==> config.mk <==
export PLATFORM = sky130hd
export DESIGN_NAME = btmx_ctrl
export DESIGN_NICKNAME = d
export VERILOG_FILES = /design/src/design/btmx_pkg.sv /design/src/design/btmx_ctrl.sv
export SDC_FILE = /design/constraint.sdc
export NUM_CORES = 1
export LEC_CHECK = 0
export ABC_AREA = 1
export BUFFER_PORTS_ARGS = -buffer_cell sky130_fd_sc_hd__buf_2
export CORE_AREA = 4 4 60 49
export CTS_CLUSTER_DIAMETER = 50
export DETAILED_ROUTE_END_ITERATION = 8
export DIE_AREA = 0 0 64 53
export MAX_ROUTING_LAYER = met4
export PLACE_DENSITY = 0.65
export REMOVE_ABC_BUFFERS = 1
export SETUP_SLACK_MARGIN = 0.05
export SYNTH_ARGS = -nofsm -noshare
export SYNTH_HDL_FRONTEND = slang
export SYNTH_SLANG_ARGS = --single-unit
==> constraint.sdc <==
create_clock -name clk -period 1.55 [get_ports clk]
set_clock_uncertainty 0.1 [all_clocks]
set_input_delay 0.155 -clock clk [delete_from_list [all_inputs] [get_ports clk]]
set_output_delay 0.155 -clock clk [all_outputs]
set_load 0.01 [all_outputs]
==> src/design/btmx_pkg.sv <==
package btmx_pkg;

  localparam int WORD_BITS_DEF  = 16;
  localparam int NODES_DEF      = 1024;
  localparam int COUNT_BITS_DEF = 16;

  localparam int OPC_W  = 2;
  localparam int VAL_W  = 16;
  localparam int STAT_W = 2;

  localparam logic [OPC_W-1:0] OP_INSERT = 2'd0;
  localparam logic [OPC_W-1:0] OP_FIND   = 2'd1;
  localparam logic [OPC_W-1:0] OP_REMOVE = 2'd2;
  localparam logic [OPC_W-1:0] OP_QUERY  = 2'd3;

  localparam logic [STAT_W-1:0] ST_OK     = 2'd0;
  localparam logic [STAT_W-1:0] ST_ABSENT = 2'd1;
  localparam logic [STAT_W-1:0] ST_FULL   = 2'd2;

  localparam int CMD_W = 4;
  localparam logic [CMD_W-1:0] CMD_NOP     = 4'd0;
  localparam logic [CMD_W-1:0] CMD_CLR     = 4'd1;
  localparam logic [CMD_W-1:0] CMD_LOAD    = 4'd2;
  localparam logic [CMD_W-1:0] CMD_RD_LINK = 4'd3;
  localparam logic [CMD_W-1:0] CMD_STEP    = 4'd4;
  localparam logic [CMD_W-1:0] CMD_RD_CNT  = 4'd5;
  localparam logic [CMD_W-1:0] CMD_CNT_INC = 4'd6;
  localparam logic [CMD_W-1:0] CMD_CNT_DEC = 4'd7;
  localparam logic [CMD_W-1:0] CMD_POP_RD  = 4'd8;
  localparam logic [CMD_W-1:0] CMD_ALLOC   = 4'd9;
  localparam logic [CMD_W-1:0] CMD_LEAF    = 4'd10;
  localparam logic [CMD_W-1:0] CMD_CUT     = 4'd11;
  localparam logic [CMD_W-1:0] CMD_FREE    = 4'd12;
  localparam logic [CMD_W-1:0] CMD_FSTEP   = 4'd13;
  localparam logic [CMD_W-1:0] CMD_QSTEP   = 4'd14;
  localparam logic [CMD_W-1:0] CMD_QEMPTY  = 4'd15;

  typedef struct packed {
    logic [CMD_W-1:0]  code;
    logic [STAT_W-1:0] status;
    logic              result;
  } cmd_t;

  typedef struct packed {
    logic [OPC_W-1:0] op;
    logic             root_empty;
    logic             nx_zero;
    logic             need_full;
    logic             last;
    logic             bottom;
    logic             cnt_max;
    logic             cnt_gt1;
    logic             q_dead;
    logic             clr_done;
  } stat_t;

endpackage

==> src/design/btmx_ctrl.sv <==
module btmx_ctrl (
  input  logic              clk,
  input  logic              rst_n,
  input  logic              in_valid,
  output logic              in_ready,
  output logic              out_valid,
  input  logic              out_ready,
  output btmx_pkg::cmd_t    cmd,
  input  btmx_pkg::stat_t   st
);

  localparam logic [3:0] S_CLR   = 4'd0;
  localparam logic [3:0] S_IDLE  = 4'd1;
  localparam logic [3:0] S_DISP  = 4'd2;
  localparam logic [3:0] S_WRD   = 4'd3;
  localparam logic [3:0] S_WCHK  = 4'd4;
  localparam logic [3:0] S_CRD   = 4'd5;
  localparam logic [3:0] S_CCHK  = 4'd6;
  localparam logic [3:0] S_APOP  = 4'd7;
  localparam logic [3:0] S_ALLOC = 4'd8;
  localparam logic [3:0] S_LEAF  = 4'd9;
  localparam logic [3:0] S_FPUSH = 4'd10;
  localparam logic [3:0] S_FRD   = 4'd11;
  localparam logic [3:0] S_FSTEP = 4'd12;
  localparam logic [3:0] S_QRD   = 4'd13;
  localparam logic [3:0] S_QCHK  = 4'd14;
  localparam logic [3:0] S_RES   = 4'd15;

  logic [3:0]                  state_r, state_nxt;
  logic [btmx_pkg::STAT_W-1:0] res_r, res_nxt;
  logic                        out_valid_r, out_valid_nxt;

  always_comb begin
    state_nxt     = state_r;
    res_nxt       = res_r;
    out_valid_nxt = out_valid_r && !out_ready;
    in_ready      = 1'b0;
    cmd.code      = btmx_pkg::CMD_NOP;
    cmd.status    = res_r;
    cmd.result    = 1'b0;
    case (state_r)
      S_CLR: begin
        cmd.code = btmx_pkg::CMD_CLR;
        if (st.clr_done) state_nxt = S_IDLE;
      end
      S_IDLE: begin
        in_ready = 1'b1;
        if (in_valid) begin
          cmd.code  = btmx_pkg::CMD_LOAD;
          state_nxt = S_DISP;
        end
      end
      S_DISP: begin
        res_nxt = btmx_pkg::ST_OK;
        if (st.op == btmx_pkg::OP_QUERY) begin
          if (st.root_empty) begin
            cmd.code  = btmx_pkg::CMD_QEMPTY;
            state_nxt = S_RES;
          end else begin
            state_nxt = S_QRD;
          end
        end else begin
          state_nxt = S_WRD;
        end
      end
      S_WRD: begin
        cmd.code  = btmx_pkg::CMD_RD_LINK;
        state_nxt = S_WCHK;
      end
      S_WCHK: begin
        cmd.code = btmx_pkg::CMD_STEP;
        if (st.nx_zero) begin
          if (st.op == btmx_pkg::OP_INSERT) begin
            if (st.need_full) begin
              res_nxt   = btmx_pkg::ST_FULL;
              state_nxt = S_RES;
            end else begin
              state_nxt = S_APOP;
            end
          end else begin
            res_nxt   = btmx_pkg::ST_ABSENT;
            state_nxt = S_RES;
          end
        end else if (st.last) begin
          state_nxt = (st.op == btmx_pkg::OP_FIND) ? S_RES : S_CRD;
        end else begin
          state_nxt = S_WRD;
        end
      end
      S_CRD: begin
        cmd.code  = btmx_pkg::CMD_RD_CNT;
        state_nxt = S_CCHK;
      end
      S_CCHK: begin
        if (st.op == btmx_pkg::OP_INSERT) begin
          state_nxt = S_RES;
          if (st.cnt_max) res_nxt = btmx_pkg::ST_FULL;
          else cmd.code = btmx_pkg::CMD_CNT_INC;
        end else if (st.cnt_gt1) begin
          cmd.code  = btmx_pkg::CMD_CNT_DEC;
          state_nxt = S_RES;
        end else begin
          cmd.code  = btmx_pkg::CMD_CUT;
          state_nxt = S_FPUSH;
        end
      end
      S_APOP: begin
        cmd.code  = btmx_pkg::CMD_POP_RD;
        state_nxt = S_ALLOC;
      end
      S_ALLOC: begin
        cmd.code  = btmx_pkg::CMD_ALLOC;
        state_nxt = st.last ? S_LEAF : S_APOP;
      end
      S_LEAF: begin
        cmd.code  = btmx_pkg::CMD_LEAF;
        state_nxt = S_RES;
      end
      S_FPUSH: begin
        cmd.code  = btmx_pkg::CMD_FREE;
        state_nxt = st.bottom ? S_RES : S_FRD;
      end
      S_FRD: begin
        cmd.code  = btmx_pkg::CMD_RD_LINK;
        state_nxt = S_FSTEP;
      end
      S_FSTEP: begin
        cmd.code  = btmx_pkg::CMD_FSTEP;
        state_nxt = S_FPUSH;
      end
      S_QRD: begin
        cmd.code  = btmx_pkg::CMD_RD_LINK;
        state_nxt = S_QCHK;
      end
      S_QCHK: begin
        cmd.code  = btmx_pkg::CMD_QSTEP;
        state_nxt = (st.last || st.q_dead) ? S_RES : S_QRD;
      end
      S_RES: begin
        if (!out_valid_r || out_ready) begin
          cmd.result    = 1'b1;
          out_valid_nxt = 1'b1;
          state_nxt     = S_IDLE;
        end
      end
      default: begin
        state_nxt = S_IDLE;
      end
    endcase
  end

  always_ff @(posedge clk) begin
    if (!rst_n) begin
      state_r     <= S_CLR;
      res_r       <= btmx_pkg::ST_OK;
      out_valid_r <= 1'b0;
    end else begin
      state_r     <= state_nxt;
      res_r       <= res_nxt;
      out_valid_r <= out_valid_nxt;
    end
  end

  assign out_valid = out_valid_r;

endmodule

==> results of run 1 <==
-- repair_timing --
| item | 4_1_cts | 5_1_grt |
|---|---|---|
| setup endpoints to repair | 6 | 12 |
| setup buffers | 8 | 4 |
| endpoints found under the hold margin | 0 | 0 |
| pin swaps | 11 | 19 |
| resized for setup | 37 | 31 |
-- metrics by stage --
step / instances / area, sq um
finish: 244 / 1370
global route: 244 / 1370
floorplan: 155 / 788
global placement: 232 / 1080
CTS: 244 / 1270
detailed placement: 232 / 1080
-- metal layers --
| metal | part of all wire [%] | track usage, % | vias to the layer above |
|---|---|---|---|
| met5 | 0 | - | - |
| met4 | 1.6 | 5.73 | 0 |
| met3 | 9.6 | 4.67 | 8 |
| met2 | 48 | 30.7 | 68 |
| met1 | 41 | 21.2 | 516 |
| li1 | - | - | 593 |
-- kinds of logic after synthesis --
| kind of cell | after synthesis | share of synthesized area [%] |
|---|---|---|
| AO/OA/AOI/OAI | 18 | 12.9 |
| buffers and inverters | 27 | 12.9 |
| flip-flops | 7 | 17.8 |
| AND/OR/NAND/NOR | 103 | 56.5 |
-- final cells by class --
class,count,area [sq um],share of cell area (%)
clock buffers,3,22.5,1.64
multi-input cells,121,701,51.0
repair buffers,49,339,24.7
flip-flops and latches,7,153,11.1
well taps,36,45.0,3.28
clock inverters,1,5.00,0.364
inverters,27,109,7.92
-- power breakdown --
group | internal (mW) | switching, mW
Clock | 0.0950 | 0.0810
Combinational | 0.688 | 0.815
Sequential | 0.258 | 0.0861
Total | 1.04 | 0.982
-- worst paths after layout --
kind | startpoint | end | slack [ns]
min reg2reg | res_r[1] | res_r[1] | 0.34
min | rst_n | state_r[2] | 0.04
max | state_r[3] | cmd[5] | -0.20
max reg2reg | state_r[3] | state_r[1] | 0.07
-- synth_stat cells --
library cell and n:
nand2_1 49, nor2_1 29, inv_1 26, nand3_1 14, a21oi_1 8, dfxtp_1 7, nand4_1 4, o21ai_0 4
nand2_2 2, nor2_2 2, nor2_4 2, o2111ai_1 2, o21ai_1 2, a211oi_1 1, a31oi_1 1, inv_2 1
nand3_2 1
-- worst register-to-register path, delay by kind of cell (launching register included) --
family | cells | cell delay (ns)
buffers and inverters | 3 | 0.29
flip-flops | 1 | 0.39
AO/OA/AOI/OAI | 1 | 0.13
AND/OR/NAND/NOR | 6 | 0.51
-- cell usage in the layout, fill, tap and decap left out, drive strengths merged --
cell type  netlist  routed
clkbuf           0       3
o2111ai          2       2
o21ai            6       6
inv             27      27
a211oi           1       1
buf              0      49
nand3           15      15
a21oi            8       8
nor2            33      33
nand2           51      51
dfxtp            7       7
clkinv           0       1
a31oi            1       1
nand4            4       4
-- registers in the layout, summed over array words and instances (netlist names) --
name and cells:
out_valid 1, state_r 4, res_r 2
==> metrics, run 1 <==
status=complete, but fails checks; failing checks=setup timing; worst-case clock buffer depth=2; hpwl dp=2.13 mm; clk sinks=7; layout cells sized above 1=50.5%; via-per-instance ratio=a little under 5; WP buf/inv=3; chip height=53 microns; Crit path depth=8; Worst Tran Pin Value=around 0.26 ns; die area=between 3000 and 4000 sq um; die extent in x=approximately 64 microns; Avg Inst Size Synth=slightly above 5 sq um; Critical Path, Cell by Cell=buf_6 -> inv_6 -> nor2_4 -> nand2_1 -> nand2_2 -> nor2_4 -> o2111ai_2 -> buf_2; Max IR drop VDD=around 0.77 mV; Netlist cell types=17; CP Data Arrival Time=1.49 ns; Post-CTS Hold Fix Bufs=0; Setup WS post-layout=-0.198 ns; # fillers=between 200 and 250; cell area after synthesis=slightly below 800 sq um; r2r worst-path depth=10; Initial Utilization=between 30% and 40%; largest cells by area after synthesis=nand2_1 (23%), dfxtp_1 (18%), nor2_1 (14%); Power Total=2.02 mW; Initial DRT Pass Iterations=4; number of routed nets with antenna violations=0; antenna violations before repair=0; Avg WL per Cell=13.0 microns; RSZ-0062 raised after global routing=true; post-synth top area share=between 20% and 30%; CTS Buf Count=3; Ports=24; final core occ=56.7%; CP required=1.29 ns; area of the core=~2400 sq um; Clock Latency Late Sink=around 0.26 ns; Clk pin slew, worst setup/hold paths=around 0.06 ns; final critical-path share of the clock period=113%; routed wire length=between 3 and 4 mm; pins over their slew limit=0; endpoints failing setup=4; global-route wire length before repair=approximately 4.5 mm; Mapped Cells=155; initial DRC count=between 70 and 80; Core Rows=16; Final min period=around 1.7 ns; Area Overhead vs Synth=74.3%; PortBufs=23; cell mode on critical path=nor2_4; total gr overflow=0; CTS tree=yes; P per Cell Area=between 1000 and 1500 nW/um^2; maxcap violations=0; delay-heaviest family, CP=flip-flops; drc violations=0; Ant. Diodes=0; vias in the first global route=1038; kind of critical path=reg -> out; hold-critical path depth=3; largest net degree at the start of global routing=7; CTS root buf=clkbuf_4; CP max stage cell=dfxtp_4; GRT Util Overall=between 10% and 20%; Slew headroom=82.5%; Seq cells post-synth=7; Hold Crit Class=in -> reg; H-tree Lvls=1; GP Congestion=a little over 1; Syn. warnings=0; CP endpoint kind=output port; static leakage=roughly 0.76 nW; f_max=approximately 0.57 GHz; Setup crit start kind=register; Hold WS=roughly 0.038 ns; vias post-DR=around 1.2k; nets@finish=224; sequential area share after synthesis=between 15 and 20%; TNS Setup=-0.675 ns; maximum fanout along the worst path=4; Synth area leader=nand2_1; Crit path largest cell delay=about 0.37 ns; Placement Setup Slack=-0.0499 ns; Final Hold Vio Count=0
Power figures use the tool's default switching activity.
==> run 2: changes to the inputs <==
--- a/config.mk
+++ b/config.mk
@@ -15,6 +15,7 @@
 export PLACE_DENSITY = 0.65
 export REMOVE_ABC_BUFFERS = 1
 export SETUP_SLACK_MARGIN = 0.05
+export SKIP_CTS_REPAIR_TIMING = 1
 export SYNTH_ARGS = -nofsm -noshare
 export SYNTH_HDL_FRONTEND = slang
 export SYNTH_SLANG_ARGS = --single-unit
==> run 2 against run 1 <==
Compared with the run above: the run still ends with setup timing left; critical path depth fell by 1; register-to-register slack barely moved; first-iteration DRC count fell by 5.4%; flip-flop and latch count did not move; sequential share of layout area rose by 1.1 points; hold slack improved by 0.0083 ns; non-clock buffer count fell by 4; final cell count fell by 1.6%.
==> metrics, run 2 (synthesized netlist as in run 1, its figures left out) <==
maximum fanout along the worst path=4; chip height=about 53 microns; r2r worst-path depth=7; layout cells sized above 1=between 40% and 50%; CP required=around 1.3 ns; PortBufs=23; Power Total=about 1.8 mW; Initial Utilization=roughly 33%; H-tree Lvls=1; most frequent cells in the layout=nand2_1 (41), buf_2 (23), buf_4 (21); vias in the first global route=between 900 and 1k; Final Hold Vio Count=0; pins over their slew limit=0; number of routed nets with antenna violations=0; failing checks=setup timing; total gr overflow=0; P per Cell Area=~1500 nW/um^2; CTS Buf Count=3; nets@finish=220; largest net degree at the start of global routing=7; RSZ-0062 raised after global routing=true; Hold Crit Class=in -> reg; hpwl dp=around 2.1 mm; CP endpoint kind=output port; # fillers=about 260; Clock Latency Late Sink=around 0.27 ns; kind of critical path=reg -> out; static leakage=around 0.7 nW; CTS tree=yes; die extent in x=between 60 and 70 microns; Slew headroom=between 80 and 90%; hold-critical path depth=3; GP Congestion=around 1; Initial DRT Pass Iterations=4; endpoints failing setup=4; initial DRC count=70; die area=~3400 sq um; Hold WS=between 0.04 and 0.05 ns; Ant. Diodes=0; Worst Tran Pin Value=approximately 0.26 ns; status=complete, but fails checks; Ports=24; final critical-path share of the clock period=113%; vias post-DR=~1.1k; CTS root buf=clkbuf_4; routed wire length=around 2.8 mm; most common cell after layout, fill and taps aside=nand2_1; via-per-instance ratio=4.66; Area Overhead vs Synth=58.7%; Core Rows=16; Reg with most FFs=state_r; GRT Util Overall=15.8%; area of the core=between 2000 and 2500 sq um; clk sinks=7; Avg WL per Cell=around 12 microns; worst-case clock buffer depth=2; global-route wire length before repair=between 3 and 4 mm; Clk pin slew, worst setup/hold paths=approximately 0.06 ns; maxcap violations=0; Setup crit start kind=register; Setup WS post-layout=-0.195 ns; Final min period=between 1.5 and 2 ns; CP Data Arrival Time=1.49 ns; f_max=0.573 GHz; antenna violations before repair=0; drc violations=0; Max IR drop VDD=between 0.6 and 0.7 mV; max reg flops=4
-- run 2: cell types whose count changed in the layout (fill, tap and decap cells not counted), sizes merged --
cell	delta
buf	-4
-- run 2: metrics by stage --
stage                     util, %  std cells  TNS (ns)  cell area (sq um)  worst slack, ns
after floorplan                 -        155         0                788            0.131
after global placement       44.7        232   -0.0479               1080          -0.0295
after detailed placement     44.7        232   -0.0978               1080          -0.0499
after CTS                    45.9        236     -1.35               1110           -0.338
after global routing         51.7        240     -1.00               1250           -0.271
final                        51.7        240    -0.695               1250           -0.195
-- run 2: critical path: stages (launching register included) --
cell	delay, ns
dfxtp_4	0.36
buf_4	0.14
inv_4	0.06
nand2_2	0.07
nor2_4	0.14
nand2_2	0.10
o2111ai_2	0.19
buf_2	0.17
-- run 2: final cells by class --
cell class / count / area, sq um / area share (%)
tap: 36 / 45.0 / 3.60
multi-input combinational: 121 / 636 / 50.8
clock buffer: 3 / 22.5 / 1.80
inverter: 27 / 106 / 8.50
timing repair buffer: 45 / 284 / 22.7
sequential: 7 / 153 / 12.2
clock inverter: 1 / 5.00 / 0.400
-- run 2: path summary, 6_finish.rpt --
check	slack, ns	endpoint	start
setup / recovery	-0.20	cmd[5]	state_r[3]
hold / removal	0.05	state_r[2]	rst_n
setup reg to reg	0.07	res_r[1]	state_r[2]
hold reg to reg	0.34	res_r[1]	res_r[1]
-- run 2: report_power, final --
group          switching [mW]  internal, mW
combinational           0.734         0.603
clock                  0.0818        0.0951
sequential             0.0762         0.258
total                   0.892         0.956
-- run 2: layer usage --
layer | wire length, microns | GRT usage, % | vias to the layer above
met1 | 1300 | 20.3 | 477
met2 | 1210 | 23.8 | 48
met3 | 220 | 4.67 | 6
met4 | 34 | 4.66 | 0
met5 | 0 | - | -
li1 | - | - | 587
==> run 3: changes to the inputs <==
--- a/config.mk
+++ b/config.mk
@@ -8,6 +8,7 @@
 export ABC_AREA = 1
 export BUFFER_PORTS_ARGS = -buffer_cell sky130_fd_sc_hd__buf_2
 export CORE_AREA = 4 4 60 49
+export CTS_BUF_LIST = sky130_fd_sc_hd__clkbuf_8 sky130_fd_sc_hd__clkbuf_16
 export CTS_CLUSTER_DIAMETER = 50
 export DETAILED_ROUTE_END_ITERATION = 8
 export DIE_AREA = 0 0 64 53
==> constraint.sdc (replaced) <==
create_clock -name clk -period 1.9 [get_ports clk]
set_clock_uncertainty 0.1 [all_clocks]
set_input_delay 0.19 -clock clk [delete_from_list [all_inputs] [get_ports clk]]
set_output_delay 0.19 -clock clk [all_outputs]
set_load 0.01 [all_outputs]
==> run 3 against run 2 <==
Compared with the run above: sequential share of layout area is 1.8 points higher; critical path depth is 1 higher; highest routed layer is now met3; flip-flop and latch count stayed put; power is 32% lower; wire length is 15% lower; die area stayed put; critical endpoint unchanged; the run now ends clean; first-iteration DRC count is 69% higher; count of clock-buffer cells in the layout stayed put; largest cell class unchanged.
==> metrics, run 3 (synthesized netlist as in run 1, its figures left out) <==
status=finished, final reports clean; total gr overflow=0; via-per-instance ratio=between 4 and 5; max reg flops=4; pins over their slew limit=0; chip height=between 50 and 60 microns; Setup WS post-layout=0.153 ns; CP max stage cell=dfxtp_4; f_max=0.572 GHz; Placement Setup Slack=between 0.15 and 0.2 ns; Setup crit start kind=register; CP Data Arrival Time=~1.5 ns; number of routed nets with antenna violations=0; vias post-DR=1029; GP Congestion=~1.0; P per Cell Area=~1200 nW/um^2; Ports=24; nets@finish=200; Slew headroom=about four fifths; Worst Tran Pin Value=between 0.2 and 0.3 ns; maximum fanout along the worst path=6; most common cell after layout, fill and taps aside=nand2_1; Critical Path, Cell by Cell=inv_1 -> nor2_4 -> buf_4 -> nand2_1 -> nand2_1 -> nor2_2 -> o2111ai_1 -> buf_2; CTS Buf Count=3; final critical-path share of the clock period=about nine tenths; Reg with most FFs=state_r; largest net degree at the start of global routing=8; final core occ=a little over two fifths; CTS tree=yes; Core Rows=16; routed wire length=about 2.3 mm; Ant. Diodes=0; Final min period=around 1.7 ns; vias in the first global route=between 900 and 1k; CTS root buf=clkbuf_8; Initial DRT Pass Iterations=4; dpl cells=approximately 210; hpwl dp=1.91 mm; CP required=1.61 ns; final cell count without fillers=220; Max IR drop VDD=between 0.3 and 0.4 mV; kind of critical path=reg -> out; Clk pin slew, worst setup/hold paths=about 0.04 ns; drc violations=0; maxcap violations=0; # fillers=272; Crit path largest cell delay=0.36 ns; most frequent cells in the layout=nand2_1 (48), inv_1 (26), nor2_1 (24); clk sinks=7; CP endpoint kind=output port; Hold WS=between 0.1 and 0.15 ns; Clock Latency Late Sink=roughly 0.22 ns; Final Hold Vio Count=0; static leakage=about 0.60 nW; Avg WL per Cell=roughly 11 microns; die area=between 3000 and 4000 sq um; Hold Crit Class=in -> reg; GRT Util Overall=14.8%; H-tree Lvls=1; cell mode on critical path=nand2_1; area of the core=between 2000 and 2500 sq um; initial DRC count=roughly 120; Area Overhead vs Synth=33.8%; PortBufs=23; RSZ-0062 raised after global routing=true; area occupied by multi-input gates=586 sq um; worst-case clock buffer depth=2; die extent in x=around 64 microns; global-route wire length before repair=around 3.8 mm; delay-heaviest family, CP=buffers and inverters; Initial Utilization=approximately 33%; WP buf/inv=3; register area=approximately 150 sq um; layout cells sized above 1=26.6%; endpoints failing setup=0; antenna violations before repair=0
## run 3: changes by cell type in the layout (fill, tap and decap cells not counted), sizes merged
| cell | change |
|---|---|
| clkinv | -1 |
| inv | +1 |
| buf | -20 |
## run 3: metal layers
metal | up-vias | track usage, % | share of wire [%]
met2 | 50 | 22.5 | 40
met5 | - | - | 0
met3 | 0 | 4.88 | 11
li1 | 550 | - | -
met4 | 0 | 0 | 0
met1 | 429 | 20.2 | 49
## run 3: final timing paths
path	startpoint	slack [ns]	cells past startpoint	to
worst min register to register	res_r[1]	0.34	2	res_r[1]
worst max-delay path	state_r[1]	0.15	8	cmd[5]
worst max register to register	state_r[1]	0.48	9	state_r[1]
worst min-delay path	rst_n	0.13	3	state_r[2]
## run 3: layout make-up
class                      instances  area share [%]
timing repair buffer              25            12.3
tap                               36            4.27
clock buffer                       3            3.91
multi-input combinational        121            55.5
inverter                          27            9.61
sequential                         7            14.0
clock inverter                     1           0.356
## run 3: worst reg2reg max path, cell delays in order (launching register included)
cell	delay, ns
dfxtp_4	0.36
inv_1	0.14
nor2_4	0.06
buf_4	0.14
nand2_1	0.11
nand2_1	0.06
nor2_1	0.12
nand3_1	0.10
nand2_1	0.07
a21oi_1	0.05
## run 3: stage by stage
| step | power (mW) | TNS, ns | instance area, sq um |
|---|---|---|---|
| finish | 1.26 | 0 | 1050 |
| global placement | 0.969 | 0 | 948 |
| CTS | 1.16 | -0.174 | 993 |
| floorplan | 0.745 | 0 | 788 |
| global route | 1.37 | 0 | 1050 |
| detailed placement | 0.956 | 0 | 948 |
## run 3: power by group
part	switching, mW	total, mW	internal, mW
combinational	0.489	0.774	0.285
clock	0.0614	0.201	0.139
sequential	0.0756	0.283	0.207
total	0.626	1.26	0.631
